[src/bsef_pkg.sv]
// ----------------------------------------------------------------------------
// bsef_pkg
// Shared types, constants and helpers for the balance feedback core.
// ----------------------------------------------------------------------------
package bsef_pkg;

	localparam int FRAC_BITS = 16;
	localparam int WORD_W    = 32;
	localparam int PERIOD_W  = 16;
	localparam int CFG_IDX_W = 3;
	localparam int DIV_BITS  = WORD_W + 1 + FRAC_BITS;
	localparam int DIV_CNT_W = $clog2(DIV_BITS);
	localparam int PROD_W    = 64;
	localparam int ACC_W     = 52;

	// register indexes
	localparam logic [CFG_IDX_W-1:0] REG_GAIN_WA = 3'd0;
	localparam logic [CFG_IDX_W-1:0] REG_GAIN_TA = 3'd1;
	localparam logic [CFG_IDX_W-1:0] REG_GAIN_WR = 3'd2;
	localparam logic [CFG_IDX_W-1:0] REG_GAIN_TR = 3'd3;
	localparam logic [CFG_IDX_W-1:0] REG_EQ_CMD  = 3'd4;
	localparam logic [CFG_IDX_W-1:0] REG_EQ_WA   = 3'd5;
	localparam logic [CFG_IDX_W-1:0] REG_EQ_TA   = 3'd6;

	// gain reset values given at Q16.16, rescaled to FRAC_BITS
	localparam longint GAIN_WA_Q16 = 43909;
	localparam longint GAIN_TA_Q16 = 1304510;
	localparam longint GAIN_WR_Q16 = 70432;
	localparam longint GAIN_TR_Q16 = 128542;

	function automatic logic signed [WORD_W-1:0] scale_reset(input longint v);
		longint r;
		if (FRAC_BITS >= 16) begin
			r = v <<< (FRAC_BITS - 16);
		end else begin
			r = v >>> (16 - FRAC_BITS);
		end
		return r[WORD_W-1:0];
	endfunction

	// clamp a wide signed value to the 32-bit range
	function automatic logic signed [WORD_W-1:0] sat32(input logic signed [PROD_W-1:0] v);
		logic signed [PROD_W-1:0] hi;
		logic signed [PROD_W-1:0] lo;
		hi = PROD_W'(64'sh7fffffff);
		lo = -hi - PROD_W'(1);
		if (v > hi) begin
			return hi[WORD_W-1:0];
		end else if (v < lo) begin
			return lo[WORD_W-1:0];
		end
		return v[WORD_W-1:0];
	endfunction

	// round to nearest, ties toward plus infinity, then drop fraction bits
	function automatic logic signed [PROD_W-1:0] round_frac(input logic signed [PROD_W-1:0] v);
		logic signed [PROD_W-1:0] half;
		half = PROD_W'(1) <<< (FRAC_BITS - 1);
		return (v + half) >>> FRAC_BITS;
	endfunction

	typedef enum logic [3:0] {
		OP_IDLE,
		OP_LOAD,
		OP_TILT_MUL,
		OP_TILT_UPD,
		OP_DIV_INIT,
		OP_DIV_STEP,
		OP_DIV_DONE,
		OP_TERM_MUL,
		OP_TERM_ACC,
		OP_OUT_LOAD
	} dp_op_t;

	typedef struct packed {
		dp_op_t     op;
		logic [1:0] term;
	} dp_cmd_t;

endpackage

[src/bsef_ctrl.sv]
// ----------------------------------------------------------------------------
// bsef_ctrl
// Sequencer for one control period: tilt, divide, four feedback terms.
// ----------------------------------------------------------------------------
module bsef_ctrl (
	input  logic              clk,
	input  logic              arst_n,
	input  logic              in_valid,
	output logic              in_stall,
	output logic              out_valid,
	input  logic              out_stall,
	output bsef_pkg::dp_cmd_t cmd
);

	typedef enum logic [2:0] {
		S_IDLE, S_TMUL, S_TUPD, S_DINIT, S_DIV, S_DDONE, S_TERM_MUL, S_TERM_ACC
	} state_t;

	state_t                          state_q;
	logic [bsef_pkg::DIV_CNT_W-1:0]  cnt_q;
	logic [1:0]                      term_q;
	logic                            out_valid_q;
	logic                            out_free;
	logic                            in_xfer;

	assign in_stall  = (state_q != S_IDLE);
	assign in_xfer   = in_valid && !in_stall;
	assign out_valid = out_valid_q;
	assign out_free  = !out_valid_q || !out_stall;

	// decode datapath command from state
	always_comb begin
		cmd.term = term_q;
		unique case (state_q)
			S_IDLE:     cmd.op = in_xfer ? bsef_pkg::OP_LOAD : bsef_pkg::OP_IDLE;
			S_TMUL:     cmd.op = bsef_pkg::OP_TILT_MUL;
			S_TUPD:     cmd.op = bsef_pkg::OP_TILT_UPD;
			S_DINIT:    cmd.op = bsef_pkg::OP_DIV_INIT;
			S_DIV:      cmd.op = bsef_pkg::OP_DIV_STEP;
			S_DDONE:    cmd.op = bsef_pkg::OP_DIV_DONE;
			S_TERM_MUL: cmd.op = bsef_pkg::OP_TERM_MUL;
			S_TERM_ACC: cmd.op = (term_q != 2'd3) ? bsef_pkg::OP_TERM_ACC
			                     : (out_free ? bsef_pkg::OP_OUT_LOAD : bsef_pkg::OP_IDLE);
			default:    cmd.op = bsef_pkg::OP_IDLE;
		endcase
	end

	// advance the sequence; the final accumulate waits for a free output slot
	always_ff @(posedge clk or negedge arst_n) begin
		if (!arst_n) begin
			state_q     <= S_IDLE;
			cnt_q       <= '0;
			term_q      <= '0;
			out_valid_q <= 1'b0;
		end else begin
			if (out_valid_q && !out_stall) begin
				out_valid_q <= 1'b0;
			end
			unique case (state_q)
				S_IDLE: if (in_xfer) begin
					state_q <= S_TMUL;
				end
				S_TMUL:  state_q <= S_TUPD;
				S_TUPD:  state_q <= S_DINIT;
				S_DINIT: begin
					cnt_q   <= '0;
					state_q <= S_DIV;
				end
				S_DIV: begin
					cnt_q <= cnt_q + 1'b1;
					if (cnt_q == bsef_pkg::DIV_CNT_W'(bsef_pkg::DIV_BITS - 1)) begin
						state_q <= S_DDONE;
					end
				end
				S_DDONE: begin
					term_q  <= '0;
					state_q <= S_TERM_MUL;
				end
				S_TERM_MUL: state_q <= S_TERM_ACC;
				S_TERM_ACC: begin
					if (term_q != 2'd3) begin
						term_q  <= term_q + 1'b1;
						state_q <= S_TERM_MUL;
					end else if (out_free) begin
						// last term is folded into the output register; hold until free
						out_valid_q <= 1'b1;
						state_q     <= S_IDLE;
					end
				end
				default: state_q <= S_IDLE;
			endcase
		end
	end

	// check sequencing of one control period
	a_div_bound: assert property (@(posedge clk) disable iff (!arst_n)
		state_q == S_DIV |-> cnt_q < bsef_pkg::DIV_CNT_W'(bsef_pkg::DIV_BITS))
		else $error("divider step count overran");
	a_accept_starts: assert property (@(posedge clk) disable iff (!arst_n)
		in_xfer |=> state_q == S_TMUL)
		else $error("accepted item did not start the sequence");
	a_out_from_acc: assert property (@(posedge clk) disable iff (!arst_n)
		$rose(out_valid_q) |-> $past(state_q) == S_TERM_ACC)
		else $error("result raised outside final accumulate");

endmodule

[config.mk]
export PLATFORM = sky130hd
export DESIGN_NAME = bsef_ctrl
export DESIGN_NICKNAME = d
export VERILOG_FILES = /design/src/bsef_pkg.sv /design/src/bsef_ctrl.sv
export SDC_FILE = /design/constraint.sdc
export NUM_CORES = 1
export LEC_CHECK = 0
export ABC_AREA = 0
export BUFFER_PORTS_ARGS = -buffer_cell sky130_fd_sc_hd__buf_2
export CORE_MARGIN = 2
export CORE_UTILIZATION = 40
export CTS_CLUSTER_SIZE = 8
export DETAILED_ROUTE_END_ITERATION = 10
export PLACE_DENSITY = 0.67
export SETUP_SLACK_MARGIN = 0.4
export SLEW_MARGIN = 20
export SYNTH_ARGS = -nofsm -noshare
export SYNTH_HDL_FRONTEND = slang
export SYNTH_SLANG_ARGS = --single-unit
export TNS_END_PERCENT = 50
[constraint.sdc]
create_clock -name clk -period 1.8 [get_ports clk]
set_clock_uncertainty 0.1 [all_clocks]
set_input_delay 0.36 -clock clk [delete_from_list [all_inputs] [get_ports clk]]
set_output_delay 0.36 -clock clk [all_outputs]
set_load 0.01 [all_outputs]
## Word-level counts from Yosys, hierarchy flattened

Cells that the tools add are included.

| word-level totals | value |
|---|---|
| bits in registers | 12 |
| bits of input ports | 4 |
| output and inout bits | 8 |
| word-level logic and storage cells | 47 |

| operators by class | value |
|---|---|
| add/sub/neg operators | 2 |
| eq/ne operators | 13 |
| muxes and demuxes | 16 |
| reductions and logical operators | 12 |

Operators with widths:

| cell | number |
|---|---|
| case mux 4 bit (8 select lines) | 1 |
| case mux 3 bit (8 select lines) | 1 |
| equality test 3 bit (second input constant) | 4 |
| 2-to-1 mux 3 bit | 4 |
| case mux 6 bit (2 select lines) | 1 |
| 2-to-1 mux 4 bit | 2 |
| != test 2 bit (second input constant) | 4 |
| adder 6 x 1 -> 6 bit (second input constant) | 1 |
| equality test 3 x 2 -> 1 bit (second input constant) | 2 |
| equality test 6 bit (second input constant) | 1 |
| 2-to-1 mux 1 bit | 5 |
| case mux 2 bit (2 select lines) | 1 |
| nonzero test 2 bit | 2 |
| equality test 3 x 1 -> 1 bit (second input constant) | 1 |
| logical NOT 1 bit | 3 |
| logical NOT 3 bit | 1 |
| != test 3 bit (second input constant) | 1 |
| AND reduction 3 bit | 1 |
| nonzero test 3 bit | 1 |
| adder 2 x 1 -> 2 bit (second input constant) | 1 |
| logical AND 1 bit | 2 |
| 2-to-1 mux 2 bit | 1 |
| AND reduction 2 bit | 1 |
| logical OR 1 bit | 1 |

## Longest topological paths before layout

Gate-level depths: netlist of the first run.

| depth | value |
|---|---|
| word-level depth | 6 |
| mapped depth | 4 |
| gate-level depth less buffers | 4 |

## Worst setup path after synthesis of the first run

OpenSTA, ideal clock, no wires.

| path | value |
|---|---|
| kind | register to register |
| start point | register term_q[0] |
| end point | register term_q[1] |
| setup time | 120 ps |
| arrival | 1199 ps |
| required time | 1580 ps |
| slack | 381 ps |
| stages on the path, launching flop included | 5 |
| buffers on the path | 0 |
| period minus slack after synthesis | 1419 ps |
| cell sequence | dfrtp_1 -> ha_1 -> and2_1 -> o21a_1 -> a31o_2 |

| on the way | value |
|---|---|
| word-level cells in the longest chain between the ends | 3 |
| elaborated cells on any way between the ends | 6 |
| those cells by class | add/sub (1); eq/ne (2); mux (2); reduce/logical (1) |

RTL lines:

| item | line | source |
|---|---|---|
| from (decl) | bsef_ctrl.sv:21 | `logic [1:0] term_q;` |
| from (signal assigned) | bsef_ctrl.sv:82 | `term_q <= term_q + 1'b1;` |
| adder 2 x 1 -> 2 bit or != test 2 bit (tied branches) | bsef_ctrl.sv:82, bsef_ctrl.sv:81 |  |
| 2-to-1 mux 2 bit or != test 2 bit (tied branches) | n/a |  |
| case mux 2 bit (2 select lines) or AND reduction 2 bit (tied branches) | n/a |  |

Parallel ways exist; a longest one is shown, timed or not. The select of a mux whose other input is x is not followed.
A chain may end at the register's enable or synchronous reset.

==> run summary, run 1 <==
Starting Density -> 43.0%
Minimum clock period -> 1.72 ns
Critical path arrival -> 1.26 ns
Final wirelength -> 1.93 mm
# IOs -> 12
Die width -> 47.5 um
DR iter-0 viols -> 3
PD cells -> 1580 nW/um^2
GRT busiest layer -> met2
Synth-to-layout area growth -> 43.1%
Syn Inst Count -> 79
Layout Nets -> 116
Layout cells sized above 1 -> 51.9%
GPL Wtd Cong -> 0.839
Die area -> 2260 um^2
Setup Crit Path Kind -> flip-flop to output port
Post-Synth XOR/XNOR Area -> 2.31%
DR DRC count -> 0
Via count of the first global-routing pass -> 646
Met3 usage -> 4.53%
Max transition margin -> 80.6%
N_diodes -> 0
Adder-Cell Fraction of Synth Area -> 6.60%
Worst slew pin tran -> 0.291 ns
Worst-path fanout max -> 2
R2R Path End -> cnt_q[0]$_DFFE_PN0P_
Die height -> 47.5 um
GRT Residual Overflow -> 0
Initial antenna violation count -> 0
Yosys cell types -> 38
Sum Neg Setup Slack -> 0 ns
Non-Filler Instances -> 131
FMAX -> 581 MHz
Pleak -> 0.497 nW
Antenna viol nets, final -> 0
EDFF count, synth -> 0
Post-synth ARST share -> 100%
# setup viols final -> 0
Syn_nets -> 87
First-pass GRT wire length -> 2.81 mm
RSZ-0062 raised after global routing -> true
Placed insts -> 112
Largest family of logic cells by synthesized area -> simple AND/OR/NAND/NOR gates
Worst endpoint required time -> 1.34 ns
DP Wirelength -> 1.04 mm
Startpoint Class -> flip-flop
Min-Delay Endpoint -> state_q[0]$_DFFE_PN0P_
Clock tree sinks -> 12
Mux cell area share after synthesis -> 2.64%
GR Layer Usage met2 -> 31.6%
CTS max path bufs -> 2
Met1 usage -> 21.6%
Avg Cell Area, Syn -> 9.60 um^2
Site Rows -> 15
Clock root cell -> clkbuf_4
Worst reg2reg path depth -> 4
Run status -> complete, no violations
Fin crit share -> 95.6%
PortBufs -> 11
Seq/Total Area, Yosys -> 39.6%
All-Layer GR Usage -> 18.4%
Hold path cells -> 3
Commonest non-fill, non-tap cells in the layout -> buf_4 (13), buf_2 (11), dfrtp_1 (9)
Vias post-DR -> 684
Max cap viols -> 0
Total CTS buffers -> 3
Ys flop type -> dfrtp_1
Core box area -> 1760 um^2
Commonest non-fill, non-tap cell in the layout -> buf_4
Pin count of the biggest net entering global routing -> 13
Vias per std cell -> 5.22
Number of synthesized register bits -> 12
Wirelength per Cell -> 14.7 um
Final Max Tran Viols -> 0
Util after Layout -> 61.5%
FF-to-FF setup slack -> 0.30 ns
DRT Pass-1 Iters -> 3
Hold_sp -> in_valid
Reg-to-Reg Start -> state_q[2]$_DFFE_PN0P_
H-tree Lvls -> 1
Simple-gate share of the synthesized area -> 23.6%
Final Hold Vio Count -> 0
Clk slew on worst S/H paths -> 0.07 ns
Post-synthesis compound-gate area fraction -> 19.5%
Synth Cell Area -> 758 um^2
Crit end category -> output port
Synth warn -> 0
Clock latency on the worst-skew pair -> 0.27 ns
Worst hold path type -> primary input to flip-flop
CTS tree -> done
Peak supply drop -> 0.856 mV
-- metal layers --
layer  wire length [um]  up-vias  share of wire [%]
met4                 25        0                1.3
met1                861      322                 45
met5                  0        -                  0
met2                975       12                 51
met3                 63        4                3.3
li1                   -      346                  -
-- Yosys cell counts (all sizes together) (2+ instances only) --
master	instances	area, um^2
inv	2	7.51
o21ai	4	20.0
nor2	7	26.3
nand3	3	15.0
mux2i	2	20.0
a21oi	5	25.0
buf	5	36.3
a211oi	2	15.0
nand2	8	37.5
and2	2	12.5
dfrtp	12	300
ha	4	50.1
-- cell families (layout without fill, tap and decap cells) --
kind of cell             after synthesis  count (layout)
buffers and inverters                  7              34
multiplexers                           2               2
flip-flops                            12              12
adder cells (fa/ha/maj)                4               4
AND/OR/NAND/NOR                       31              31
XOR/XNOR                               2               2
AO/OA/AOI/OAI                         21              21
-- state kept, by name, indices dropped and copies added (netlist names) --
signal	flops
cnt_q	6
out_valid	1
term_q	2
state_q	3
-- worst max path at each step --
stage                                       from      to  slack, ns  cells after the start
after global placement    state_q[2]$_DFFE_PN0P_  cmd[2]       0.24                      4
after floorplan            term_q[0]$_DFFE_PN0P_  cmd[2]       0.39                      4
after detailed placement  state_q[2]$_DFFE_PN0P_  cmd[2]       0.20                      4
after global routing       term_q[0]$_DFFE_PN0P_  cmd[2]      -0.02                      5
after CTS                  term_q[0]$_DFFE_PN0P_  cmd[2]       0.06                      5
final                      term_q[0]$_DFFE_PN0P_  cmd[2]       0.08                      5
-- power by group --
part	leakage (nW)	internal, mW	total [mW]	switching, mW
logic	0.333	0.587	1.09	0.501
clock network	0.0138	0.0776	0.167	0.0890
registers	0.150	0.350	0.460	0.111
-- critical path, stage by stage (launching register included) --
cell and delay, ns:
dfrtp_1 0.40, ha_1 0.21, nand2_1 0.07, o21ai_1 0.06
o2bb2ai_1 0.12, buf_2 0.13
-- stage by stage --
step,setup slack [ns],instance area (um^2),hold slack [ns],power (mW)
CTS,0.0606,976,0.270,1.53
detailed placement,0.198,826,0.156,1.15
global placement,0.235,826,0.161,1.13
global route,-0.0209,1080,0.269,1.85
finish,0.0785,1080,0.268,1.71
floorplan,0.388,761,-0.0356,0.979
-- final cells by class --
class | count | area [um^2]
Inverter | 2 | 7.51
Clock buffer | 3 | 22.5
Multi-Input combinational cell | 60 | 512
Sequential cell | 12 | 304
Tap cell | 25 | 31.3
Timing Repair Buffer | 29 | 208
Fill cell | 167 | 679
-- timing repair --
item                                    CTS  global route
hold buffers                              1             0
endpoints found under the setup margin   11            16
hold endpoints to repair                 12             0
resized for setup                         8            21
setup buffers                            13             2
pin swaps                                 1             9
Note: power is estimated with default switching activity, not from simulation.
==> inputs of run 2 (changes only) <==
CORE_ASPECT_RATIO = 1.4   (was default)
==> run 2 against run 1 <==
  * Wire length rose by 21%
  * Clock-buffer cell count rose by 1
  * Core utilization rose by 7.2 points
  * Die area rose by 0.21%
  * Critical endpoint unchanged
  * Largest cell class unchanged
==> run summary, run 2 (synthesis gave the netlist of run 1 again) <==
Minimum clock period -> 1.73 ns (was 1.72 ns)
N_diodes -> 0 (unchanged)
CP Cell Sequence -> and2_4 -> o21ai_2 -> o2bb2ai_1 -> buf_2 (was ha_1 -> nand2_1 -> o21ai_1 -> o2bb2ai_1 -> buf_2)
Commonest non-fill, non-tap cells in the layout -> buf_4 (13), buf_6 (11), dfrtp_1 (9), buf_2 (9), nor2_1 (6) (was buf_4 (13), buf_2 (11), dfrtp_1 (9))
Top reg by flops -> cnt_q (unchanged)
Peak supply drop -> 1.11 mV (was 0.856 mV)
Synth-to-layout area growth -> 61.2% (was 43.1%)
Sum Neg Setup Slack -> 0 ns (unchanged)
Commonest non-fill, non-tap cell in the layout -> buf_4 (unchanged)
Site Rows -> 18 (was 15)
Clock tree sinks -> 12 (unchanged)
GRT Residual Overflow -> 0 (unchanged)
DR iter-0 viols -> 15 (was 3)
Max cap viols -> 0 (unchanged)
Final wirelength -> 2.33 mm (was 1.93 mm)
Placed insts -> 108 (was 112)
Vias post-DR -> 768 (was 684)
# setup viols final -> 0 (unchanged)
Wirelength per Cell -> 17.5 um (was 14.7 um)
Vias per std cell -> 5.77 (was 5.22)
Clock root cell -> clkbuf_4 (unchanged)
Initial antenna violation count -> 0 (unchanged)
Worst slew pin tran -> 0.282 ns (was 0.291 ns)
Setup Crit Path Kind -> flip-flop to output port (unchanged)
Max transition margin -> 81.2% (was 80.6%)
Multi-input logic area -> 558 um^2 (was 512 um^2)
Layout cells sized above 1 -> 61.1% (was 51.9%)
GPL Wtd Cong -> 0.707 (was 0.839)
H-tree Lvls -> 1 (unchanged)
Total CTS buffers -> 3 (unchanged)
CP top delay family -> flip-flops (unchanged)
Via count of the first global-routing pass -> 733 (was 646)
Die area -> 2260 um^2 (about the same)
Die height -> 55.5 um (was 47.5 um)
PortBufs -> 11 (unchanged)
Worst hold path type -> primary input to flip-flop (unchanged)
DP Wirelength -> 1.07 mm (was 1.04 mm)
Pleak -> 0.552 nW (was 0.497 nW)
Final Max Tran Viols -> 0 (unchanged)
Finished Cell Area -> 1220 um^2 (was 1080 um^2)
First-pass GRT wire length -> 3.20 mm (was 2.81 mm)
Die width -> 40.8 um (was 47.5 um)
Run status -> complete, no violations (unchanged)
Fillers -> 114 (was 167)
PD cells -> 1690 nW/um^2 (was 1580 nW/um^2)
Antenna viol nets, final -> 0 (unchanged)
Non-Filler Instances -> 133 (was 131)
Crit end category -> output port (unchanged)
Slowest CP cell -> dfrtp_1 (unchanged)
Pin count of the biggest net entering global routing -> 13 (unchanged)
CTS tree -> done (unchanged)
Worst endpoint required time -> 1.34 ns (about the same)
CTS max path bufs -> 2 (unchanged)
Clock latency on the worst-skew pair -> 0.28 ns (was 0.27 ns)
Starting Density -> 42.6% (was 43.0%)
CP Buf/Inv Count -> 1 (unchanged)
DR DRC count -> 0 (unchanged)
Largest regs -> cnt_q (6), state_q (3), term_q (2) (unchanged)
Final Hold Vio Count -> 0 (unchanged)
FMAX -> 578 MHz (was 581 MHz)
Final hold slack -> 0.346 ns (was 0.268 ns)
Fin crit share -> 96.2% (was 95.6%)
Startpoint Class -> flip-flop (unchanged)
Largest register FFs -> 6 (unchanged)
DP Area -> 827 um^2 (was 826 um^2)
DRT Pass-1 Iters -> 4 (was 3)
Critical path arrival -> 1.27 ns (was 1.26 ns)
Reg area -> 304 um^2 (unchanged)
Layout Nets -> 122 (was 116)
Core box area -> 1780 um^2 (was 1760 um^2)
# IOs -> 12 (unchanged)
Util after Layout -> 68.7% (was 61.5%)
Max stage delay on crit path -> 0.42 ns (was 0.40 ns)
All-Layer GR Usage -> 20.3% (was 18.4%)
RSZ-0062 raised after global routing -> true (unchanged)
Worst-path fanout max -> 4 (was 2)
Clk slew on worst S/H paths -> 0.08 ns (was 0.07 ns)
==> run 2: cell types whose count changed in the layout (fill, tap and decap cells not counted), moves of 2 or more <==
cell / previous run / this run
a21oi_1: 4 / 1
a21oi_2: 1 / 4
buf_2: 11 / 9
buf_6: 4 / 11
nand2_2: 1 / 3
==> run 2: power by group <==
group          leakage [nW]  internal (mW)  switching (mW)
Clock                0.0210          0.123          0.0969
Combinational         0.381          0.760           0.644
Sequential            0.150          0.350          0.0982
Total                 0.552           1.23           0.839
==> run 2: worst reg2reg max path, delay by kind of cell (launching register included) <==
| kind | cells | cell delay [ns] |
|---|---|---|
| and+or+nand+nor | 3 | 0.63 |
| DFF | 1 | 0.43 |
| buffers and inverters | 4 | 0.42 |
==> run 2: what timing repair did <==
| action | in CTS | in global routing |
|---|---|---|
| hold endpoints to repair | 12 | 0 |
| buffers inserted | 13 | 7 |
| setup endpoints to repair | 13 | 18 |
| gates resized for setup | 12 | 36 |
| hold buffers | 1 | 0 |
| pin swaps | 3 | 12 |
==> run 2: worst paths after layout <==
path                                   startpoint                      to  slack (ns)  cells after the start
setup / recovery              out_valid$_DFF_PN0_                  cmd[2]        0.07                      4
max in group asynchronous                  arst_n  state_q[1]$_DFFE_PN0P_        0.97                      2
setup reg to reg           state_q[0]$_DFFE_PN0P_   term_q[0]$_DFFE_PN0P_        0.18                      7
hold / removal                           in_valid  state_q[0]$_DFFE_PN0P_        0.35                      3
min in group asynchronous                  arst_n   term_q[1]$_DFFE_PN0P_        0.39                      2
hold reg to reg              cnt_q[5]$_DFFE_PN0P_    cnt_q[5]$_DFFE_PN0P_        0.39                      1
==> run 2: routing by layer <==
layer | global-route usage [%] | routed length (um)
met5 | 0 | 0
met3 | 3.21 | 73
met4 | 15.7 | 129
met2 | 31.5 | 1240
met1 | 22.7 | 891
==> run 2: area by class of cell <==
class                      instances  share of cell area, %
clock buffer                       4                   2.97
inverter                           2                  0.614
multi-input combinational         60                   45.7
sequential                        12                   24.9
tap                               20                   2.05
timing repair buffer              35                   23.8
==> run 2: stage by stage <==
stage | power, mW | setup WS [ns]
floorplan | 0.979 | 0.388
global placement | 1.12 | 0.266
detailed placement | 1.13 | 0.234
CTS | 1.58 | 0.0658
global route | 2.18 | -0.00974
finish | 2.07 | 0.0684
